===== config.mk =====
export PLATFORM = sky130hd
export DESIGN_NAME = signed_vlong_byte_encoder_top_flat
export DESIGN_NICKNAME = d
export VERILOG_FILES = /design/src/hw/rtl/svbe_pkg.sv /design/src/hw/rtl/svbe_if.sv /design/src/hw/rtl/svbe_scan.sv /design/src/hw/rtl/svbe_form.sv /design/src/hw/rtl/svbe_ser.sv /design/src/hw/rtl/signed_vlong_byte_encoder_top.sv /design/src/flat_wrapper.sv
export SDC_FILE = /design/constraint.sdc
export NUM_CORES = 1
export LEC_CHECK = 0
export BUFFER_PORTS_ARGS = -buffer_cell sky130_fd_sc_hd__buf_4
export CORE_ASPECT_RATIO = 0.8
export CORE_MARGIN = 10
export CORE_UTILIZATION = 60
export CTS_BUF_LIST = sky130_fd_sc_hd__clkbuf_4
export CTS_CLUSTER_DIAMETER = 80
export CTS_CLUSTER_SIZE = 14
export DETAILED_ROUTE_END_ITERATION = 10
export GPL_ROUTABILITY_DRIVEN = 0
export HOLD_SLACK_MARGIN = 0.03
export MAX_ROUTING_LAYER = met4
export PLACE_DENSITY = 0.8
export SLEW_MARGIN = 10
export SYNTH_ARGS = -nofsm -noshare
export SYNTH_HDL_FRONTEND = slang
export SYNTH_SLANG_ARGS = --single-unit

===== constraint.sdc =====
create_clock -name i_clk -period 8.9 [get_ports i_clk]
set_clock_uncertainty 0.1 [all_clocks]
set_input_delay 1.335 -clock i_clk [delete_from_list [all_inputs] [get_ports i_clk]]
set_output_delay 1.335 -clock i_clk [all_outputs]
set_load 0.02 [all_outputs]

===== src/hw/rtl/svbe_pkg.sv =====
// ----------------------------------------------------------------------------
// svbe_pkg
// Types and constants shared by the signed variable-length long encoder.
// ----------------------------------------------------------------------------
package svbe_pkg;

    localparam int VAL_W   = 64;
    localparam int BYTE_W  = 8;
    localparam int NBYTES  = VAL_W / BYTE_W;
    localparam int THERM_W = NBYTES - 1;
    localparam int CNT_W   = 4;     // holds 0..8 payload bytes and len 1..8
    localparam int IDX_W   = 3;     // byte index 0..7

    // short-form windows and header offsets
    localparam logic signed [BYTE_W-1:0] FB1_LO  = -8'sd20;
    localparam logic signed [BYTE_W-1:0] FB1_HI  = 8'sd20;
    localparam logic        [BYTE_W-1:0] FB1_OFS = 8'd52;
    localparam logic signed [BYTE_W-1:0] FB2_LO  = -8'sd16;
    localparam logic signed [BYTE_W-1:0] FB2_HI  = 8'sd16;
    localparam logic        [BYTE_W-1:0] FB2_OFS = 8'd88;
    localparam logic signed [BYTE_W-1:0] FB3_LO  = -8'sd8;
    localparam logic signed [BYTE_W-1:0] FB3_HI  = 8'sd8;
    localparam logic        [BYTE_W-1:0] FB3_OFS = 8'd112;
    // len - 129 taken modulo 256
    localparam logic        [BYTE_W-1:0] LONG_BIAS = 8'd127;
    localparam logic        [CNT_W-1:0]  PAY_ONE   = 4'd1;
    localparam logic        [CNT_W-1:0]  PAY_TWO   = 4'd2;
    localparam logic        [CNT_W-1:0]  PAY_THREE = 4'd3;
    localparam logic        [CNT_W-1:0]  PAY_FOUR  = 4'd4;
    localparam logic        [CNT_W-1:0]  PAY_NONE  = 4'd0;

    typedef struct packed {
        logic [VAL_W-1:0]   value;
        logic [THERM_W-1:0] therm;   // bit k-1 set when bit length >= 8k
        logic               one_byte;   // value in -32..127
    } t_scan;

    typedef struct packed {
        logic [VAL_W-1:0]  value;
        logic [BYTE_W-1:0] header;
        logic [CNT_W-1:0]  npay;
    } t_form;

endpackage


===== src/hw/rtl/svbe_if.sv =====
// ----------------------------------------------------------------------------
// svbe_in_if / svbe_out_if
// Valid/ready channels for values in and encoded bytes out.
// ----------------------------------------------------------------------------
interface svbe_in_if;
    logic               valid;
    logic               ready;
    logic signed [63:0] value;

    modport source (output valid, output value, input ready);
    modport sink   (input valid, input value, output ready);
endinterface

interface svbe_out_if;
    logic       valid;
    logic       ready;
    logic [7:0] out_byte;
    logic       last;

    modport source (output valid, output out_byte, output last, input ready);
    modport sink   (input valid, input out_byte, input last, output ready);
endinterface


===== src/hw/rtl/svbe_scan.sv =====
// ----------------------------------------------------------------------------
// svbe_scan
// First stage: byte-length thermometer of the magnitude and small-range test.
// ----------------------------------------------------------------------------
module svbe_scan
    import svbe_pkg::*;
(
    input  logic             i_clk,
    input  logic             i_rst_n,
    input  logic             i_valid,
    output logic             o_ready,
    input  logic [VAL_W-1:0] i_value,
    output logic             o_valid,
    input  logic             i_ready,
    output t_scan            o_scan
);

    logic               r_valid;
    t_scan              r_scan;
    t_scan              n_scan;
    logic [VAL_W-1:0]   w_mag;
    logic               w_neg;

    assign w_neg = i_value[VAL_W-1];
    assign w_mag = w_neg ? ~i_value : i_value;

    always_comb begin
        n_scan.value = i_value;
        for (int k = 1; k <= THERM_W; k++) begin
            n_scan.therm[k-1] = |(w_mag >> (BYTE_W * k - 1));
        end
        // negative side goes down to -32, positive up to 127
        n_scan.one_byte = w_neg ? (w_mag[VAL_W-1:5] == '0) : (i_value[VAL_W-1:7] == '0);
    end

    assign o_ready = !r_valid || i_ready;
    assign o_valid = r_valid;
    assign o_scan  = r_scan;

    always_ff @(posedge i_clk) begin
        if (!i_rst_n) begin
            r_valid <= 1'b0;
        end else if (o_ready) begin
            r_valid <= i_valid;
        end
    end

    always_ff @(posedge i_clk) begin
        if (o_ready && i_valid) begin
            r_scan <= n_scan;
        end
    end

endmodule


===== src/hw/rtl/svbe_form.sv =====
// ----------------------------------------------------------------------------
// svbe_form
// Second stage: picks the encoding form, builds the header and payload count.
// ----------------------------------------------------------------------------
module svbe_form
    import svbe_pkg::*;
(
    input  logic  i_clk,
    input  logic  i_rst_n,
    input  logic  i_valid,
    output logic  o_ready,
    input  t_scan i_scan,
    output logic  o_valid,
    input  logic  i_ready,
    output t_form o_form
);

    logic                     r_valid;
    t_form                    r_form;
    t_form                    n_form;
    logic [CNT_W-1:0]         w_len;
    logic signed [BYTE_W-1:0] w_b1;
    logic signed [BYTE_W-1:0] w_b2;
    logic signed [BYTE_W-1:0] w_b3;
    logic                     w_c1;
    logic                     w_c2;
    logic                     w_c3;

    always_comb begin
        w_len = PAY_ONE;
        for (int k = 0; k < THERM_W; k++) begin
            w_len = w_len + CNT_W'(i_scan.therm[k]);
        end
    end

    // once len is bounded the shifted value fits in one signed byte
    assign w_b1 = $signed(i_scan.value[2*BYTE_W-1:BYTE_W]);
    assign w_b2 = $signed(i_scan.value[3*BYTE_W-1:2*BYTE_W]);
    assign w_b3 = $signed(i_scan.value[4*BYTE_W-1:3*BYTE_W]);

    assign w_c1 = !i_scan.therm[1] && (w_b1 >= FB1_LO) && (w_b1 < FB1_HI);
    assign w_c2 = !i_scan.therm[2] && (w_b2 >= FB2_LO) && (w_b2 < FB2_HI);
    assign w_c3 = !i_scan.therm[3] && (w_b3 >= FB3_LO) && (w_b3 < FB3_HI);

    always_comb begin
        n_form.value = i_scan.value;
        priority if (i_scan.one_byte) begin
            n_form.header = i_scan.value[BYTE_W-1:0];
            n_form.npay   = PAY_NONE;
        end else if (i_scan.therm[3]) begin
            n_form.header = BYTE_W'(w_len) + LONG_BIAS;
            n_form.npay   = w_len;
        end else if (w_c1) begin
            n_form.header = w_b1 - FB1_OFS;
            n_form.npay   = PAY_ONE;
        end else if (w_c2) begin
            n_form.header = w_b2 - FB2_OFS;
            n_form.npay   = PAY_TWO;
        end else if (w_c3) begin
            n_form.header = w_b3 - FB3_OFS;
            n_form.npay   = PAY_THREE;
        end else begin
            n_form.header = BYTE_W'(w_len) + LONG_BIAS;
            n_form.npay   = PAY_FOUR;
        end
    end

    assign o_ready = !r_valid || i_ready;
    assign o_valid = r_valid;
    assign o_form  = r_form;

    always_ff @(posedge i_clk) begin
        if (!i_rst_n) begin
            r_valid <= 1'b0;
        end else if (o_ready) begin
            r_valid <= i_valid;
        end
    end

    always_ff @(posedge i_clk) begin
        if (o_ready && i_valid) begin
            r_form <= n_form;
        end
    end

endmodule


===== src/hw/rtl/svbe_ser.sv =====
// ----------------------------------------------------------------------------
// svbe_ser
// Output stage: sends the header and then the payload bytes, high byte first.
// ----------------------------------------------------------------------------
module svbe_ser
    import svbe_pkg::*;
(
    input  logic              i_clk,
    input  logic              i_rst_n,
    input  logic              i_valid,
    output logic              o_ready,
    input  t_form             i_form,
    output logic              o_valid,
    input  logic              i_ready,
    output logic [BYTE_W-1:0] o_byte,
    output logic              o_last
);

    logic               r_valid;
    logic               r_hdr_ph;
    logic [CNT_W-1:0]   r_rem;
    logic [BYTE_W-1:0]  r_header;
    logic [VAL_W-1:0]   r_value;
    logic [IDX_W-1:0]   w_idx;
    logic               w_fire;
    logic               w_done;

    assign w_idx  = IDX_W'(r_rem - PAY_ONE);
    assign o_byte = r_hdr_ph ? r_header : r_value[w_idx*BYTE_W +: BYTE_W];
    assign o_last = r_hdr_ph ? (r_rem == PAY_NONE) : (r_rem == PAY_ONE);
    assign o_valid = r_valid;

    assign w_fire  = r_valid && i_ready;
    assign w_done  = w_fire && o_last;
    // next item loads in the cycle its predecessor's last byte leaves
    assign o_ready = !r_valid || w_done;

    always_ff @(posedge i_clk) begin
        if (!i_rst_n) begin
            r_valid  <= 1'b0;
            r_hdr_ph <= 1'b0;
            r_rem    <= PAY_NONE;
        end else if (o_ready && i_valid) begin
            r_valid  <= 1'b1;
            r_hdr_ph <= 1'b1;
            r_rem    <= i_form.npay;
        end else if (w_done) begin
            r_valid  <= 1'b0;
        end else if (w_fire) begin
            if (r_hdr_ph) begin
                r_hdr_ph <= 1'b0;
            end else begin
                r_rem <= r_rem - PAY_ONE;
            end
        end
    end

    always_ff @(posedge i_clk) begin
        if (o_ready && i_valid) begin
            r_header <= i_form.header;
            r_value  <= i_form.value;
        end
    end

endmodule


===== src/hw/rtl/signed_vlong_byte_encoder_top.sv =====
// ----------------------------------------------------------------------------
// signed_vlong_byte_encoder_top
// Encodes signed 64-bit values into variable-length byte runs.
// ----------------------------------------------------------------------------
// Each value taken on i_in leaves o_out as 1 to 9 bytes, header first, with
// last set on the final byte. Values pass three register stages (length scan,
// form select, byte serializer) before the first byte is offered. The byte-wide
// serializer sets the rate: it holds a value until its header and payload bytes
// have been taken, one byte for values in -32..127 and up to 9 for full-width
// values, and loads the next value in the cycle its last byte is taken.
module signed_vlong_byte_encoder_top
    import svbe_pkg::*;
(
    input  logic       i_clk,
    input  logic       i_rst_n,
    svbe_in_if.sink    i_in,
    svbe_out_if.source o_out
);

    logic  w_scan_valid;
    logic  w_scan_ready;
    t_scan w_scan;
    logic  w_form_valid;
    logic  w_form_ready;
    t_form w_form;

    svbe_scan u_scan (
        .i_clk   (i_clk),
        .i_rst_n (i_rst_n),
        .i_valid (i_in.valid),
        .o_ready (i_in.ready),
        .i_value (VAL_W'(i_in.value)),
        .o_valid (w_scan_valid),
        .i_ready (w_scan_ready),
        .o_scan  (w_scan)
    );

    svbe_form u_form (
        .i_clk   (i_clk),
        .i_rst_n (i_rst_n),
        .i_valid (w_scan_valid),
        .o_ready (w_scan_ready),
        .i_scan  (w_scan),
        .o_valid (w_form_valid),
        .i_ready (w_form_ready),
        .o_form  (w_form)
    );

    svbe_ser u_ser (
        .i_clk   (i_clk),
        .i_rst_n (i_rst_n),
        .i_valid (w_form_valid),
        .o_ready (w_form_ready),
        .i_form  (w_form),
        .o_valid (o_out.valid),
        .i_ready (o_out.ready),
        .o_byte  (o_out.out_byte),
        .o_last  (o_out.last)
    );

endmodule

===== src/flat_wrapper.sv =====
// flat-port wrapper written by rule: the top's interface ports become plain ports
module signed_vlong_byte_encoder_top_flat import svbe_pkg::*;
  (i_clk, i_rst_n, i_in_valid, i_in_value, i_in_ready, o_out_valid, o_out_out_byte, o_out_last, o_out_ready);
  svbe_in_if i_in_i ();
  svbe_out_if o_out_i ();
  input  logic i_clk;
  input  logic i_rst_n;
  input wire logic [$bits(i_in_i.valid)-1:0] i_in_valid;
  input wire logic [$bits(i_in_i.value)-1:0] i_in_value;
  output wire logic [$bits(i_in_i.ready)-1:0] i_in_ready;
  output wire logic [$bits(o_out_i.valid)-1:0] o_out_valid;
  output wire logic [$bits(o_out_i.out_byte)-1:0] o_out_out_byte;
  output wire logic [$bits(o_out_i.last)-1:0] o_out_last;
  input wire logic [$bits(o_out_i.ready)-1:0] o_out_ready;
  assign i_in_i.valid = i_in_valid;
  assign i_in_i.value = i_in_value;
  assign i_in_ready = i_in_i.ready;
  assign o_out_valid = o_out_i.valid;
  assign o_out_out_byte = o_out_i.out_byte;
  assign o_out_last = o_out_i.last;
  assign o_out_i.ready = o_out_ready;
  signed_vlong_byte_encoder_top u_core (.i_clk(i_clk), .i_rst_n(i_rst_n), .i_in(i_in_i), .o_out(o_out_i));
endmodule

==> results.cfg <==
[run_status]
outcome = complete, no violations

[cts]
cts_hold_buf = 0
clk_pin_slew_ns = 0.14
cts_root_buf = clkbuf_4
postCtsSetupRepairBufs = 0
ctsLongestPathBuffers = 3
h-tree-depth = 1
cts_resized = 0
cts.sinks = 228
clock_latency_ns = 0.63
numCtsBuffers = 20
cts_tree = yes

[layout]
fill_cells = 934
syn2layout_area_growth_pct = 12.1
layout_commonest_cell = edfxtp_1
nets = 688
drive_above_1_share_pct = 23.7
fin_cells = 797
final_cell_mix = edfxtp_1, buf_4, clkbuf_4

[global_routing]
track_usage_pct = 18.2
grt_pass1_vias = 4981
grt_first_pass_wirelength_um = 27500
grt_max_degree = 77
overflow = 0
antenna_found_initial = 1

[floorplan]
chipWidth_um = 156
die_h_um = 129
io_pins = 79
die_area_um2 = 20200
rows = 39
start_util_pct = 61.9
core_area_um2 = 14400

[synth]
async_flop_share_pct = 0
synth_warnings = 0
synth_cell_types = 64
syn_inst = 509
synth.avg_cell_area_um2 = 17.5
synth_seq_area_share_pct = 76.0
synth_ff_type = edfxtp_1
synth_fp_nets = 593
syn-cell-area_um2 = 8910
synth_seq_cells = 228
synth_edf_count = 220

[worst_setup_path]
critPathArrivalTime_ns = 3.12
path_max_fanout = 19
cp-start-kind = register
crit_end = i_in_ready
reg2reg_slack_ns = 4.64
timing.rr.start = u_core.u_scan.o_scan[4]$_DFFE_PP_
crit_path_top_delay_cell = a21boi_0
path_class = register to primary output
crit_start = u_core.u_ser.r_hdr_ph$_SDFFE_PN0P_
max_stage_delay_ns = 0.81
end_kind = primary output
worstPathCellList = mux2i_1 > nor3_1 > a21boi_0 > nand3_1 > buf_4
worstPathRequired_ns = 7.47
rr_endpoint = u_core.u_form.o_form[7]$_DFFE_PP_
reg2reg_depth = 11

[timing]
slew_violations = 0
fin_crit_sh_pct = 51.2
worst_slew_pin_slew_ns = 1.15
setup_viol = 0
fmax_mhz = 220
rsz0062_at_grt = no
tns_ns = 0
layout_setup_ws_ns = 4.35
period_minus_slack_ns = 4.55
timing.hold.ws_ns = 0.326
hold_violations = 0
slew_headroom_pct = 23.0

[routing]
num_vias = 4903
wire_per_inst_um = 22.4
ant_nets = 0
drt_wl_total_um = 17900
drt_first_pass_iters = 4
drc = 0
viasPerCell = 6.15
drt_iter0_markers = 447

[power_and_ir_drop]
p_clk_share_pct = 23.7
peakVddDrop_mv = 0.0940
intPower_w = 0.00147
p_leak_nw = 3.42
pwr_density_cell_nw_per_um2 = 190
power_w = 0.00189
comb_power_share_pct = 9.9
seqPwrFrac_pct = 66.4
p_switching_w = 0.000429
switching_share_pct = 22.6

[place]
pre_cts_slack_ns = 4.78
place.port_buffers = 78
placedCellCount = 766
hpwl_um = 12800

[run]
cap_violations = 0

[hold_path]
hold_path_class = register to register
-- cell usage after synthesis (all sizes together), types with 4 or more instances --
cell type	instances	area share (%)
a21oi	10	0.69
o22ai	4	0.28
nand2	24	1.0
mux4	16	4.0
nor3	16	1.0
fa	4	0.90
nor4	5	0.35
dfxtp	8	1.8
xor2	5	0.49
clkbuf	6	0.25
or4	13	1.2
a21boi	8	0.67
o21ai	18	1.0
ha	12	1.7
edfxtp	220	74
a211oi	4	0.34
nor2b	7	0.49
mux2i	12	1.5
nand4	17	1.2
nor2	22	0.93
inv	19	0.80
buf	5	0.32
-- cell type report --
type / count / area (µm²) / area share (%)
Antenna cell: 1 / 2.50 / 0.0251
Clock buffer: 29 / 218 / 2.18
Clock inverter: 1 / 11.3 / 0.113
Inverter: 20 / 75.1 / 0.752
Multi-Input combinational cell: 250 / 2050 / 20.6
Sequential cell: 228 / 6770 / 67.8
Tap cell: 184 / 230 / 2.31
Timing Repair Buffer: 84 / 631 / 6.31
-- per-stage QoR --
step	cell area [µm²]	util (%)
5_1_grt	9990	69.4
2_1_floorplan	8910	-
3_5_place_dp	9760	67.8
6_report	9990	69.4
4_1_cts	9980	69.4
3_3_place_gp	9760	67.8
-- worst max-delay path, delay by kind of cell, from the launching register on --
kind | cells | cell delay (ns)
compound gates | 1 | 0.81
flops | 1 | 0.75
mux | 1 | 0.41
simple gates | 2 | 0.34
buf+inv | 1 | 0.21
-- layer usage --
layer | wire length [µm] | vias up | global-route usage, % | part of all wire (%)
met5 | 0 | - | - | 0
li1 | - | 2223 | - | -
met2 | 8300 | 249 | 27.7 | 46
met4 | 312 | 0 | 4.10 | 1.7
met1 | 7920 | 2395 | 25.5 | 44
met3 | 1350 | 36 | 3.26 | 7.5
-- state kept, by name, indices dropped and copies added (netlist names) --
signal,flops
u_core.u_ser.o_valid,1
u_core.u_ser.r_hdr_ph,1
u_core.u_scan.o_valid,1
u_core.u_ser.r_rem,4
u_core.u_form.o_valid,1
u_core.u_ser.r_value,64
u_core.u_ser.r_header,8
u_core.u_scan.o_scan,72
u_core.u_form.o_form,76
-- power groups by stage --
stage,Sequential [W],Clock (W),Combinational (W)
final,0.00126,0.000448,0.000187
after global routing,0.00126,0.000495,0.000204
after CTS,0.00126,0.000459,0.000189
after detailed placement,0.00128,0,0.000188
after global placement,0.00128,0,0.000182
after floorplan,0.00128,0,0.000109
-- worst min path at each step --
stage,startpoint,to,cells after the start
floorplan,u_core.u_scan.o_scan[40]$_DFFE_PP_,u_core.u_form.o_form[44]$_DFFE_PP_,0
global placement,u_core.u_form.o_form[39]$_DFFE_PP_,u_core.u_ser.r_value[27]$_DFFE_PP_,0
detailed placement,u_core.u_scan.o_scan[47]$_DFFE_PP_,u_core.u_form.o_form[51]$_DFFE_PP_,0
CTS,u_core.u_form.o_form[17]$_DFFE_PP_,u_core.u_ser.r_value[5]$_DFFE_PP_,0
global route,u_core.u_scan.o_scan[60]$_DFFE_PP_,u_core.u_form.o_form[64]$_DFFE_PP_,0
finish,u_core.u_form.o_form[9]$_DFFE_PP_,u_core.u_ser.r_header[5]$_DFFE_PP_,0
-- kinds of logic after synthesis --
family | after synthesis | share of synthesized area [%]
DFF | 228 | 76.0
muxes | 28 | 5.53
adders and majority gates | 16 | 2.58
xor gates and xnor gates | 7 | 0.688
AOI/OAI and AO/OA | 76 | 6.17
buffers and inverters | 31 | 1.42
and+or+nand+nor | 123 | 7.65
(Power assumes the default switching activity.)
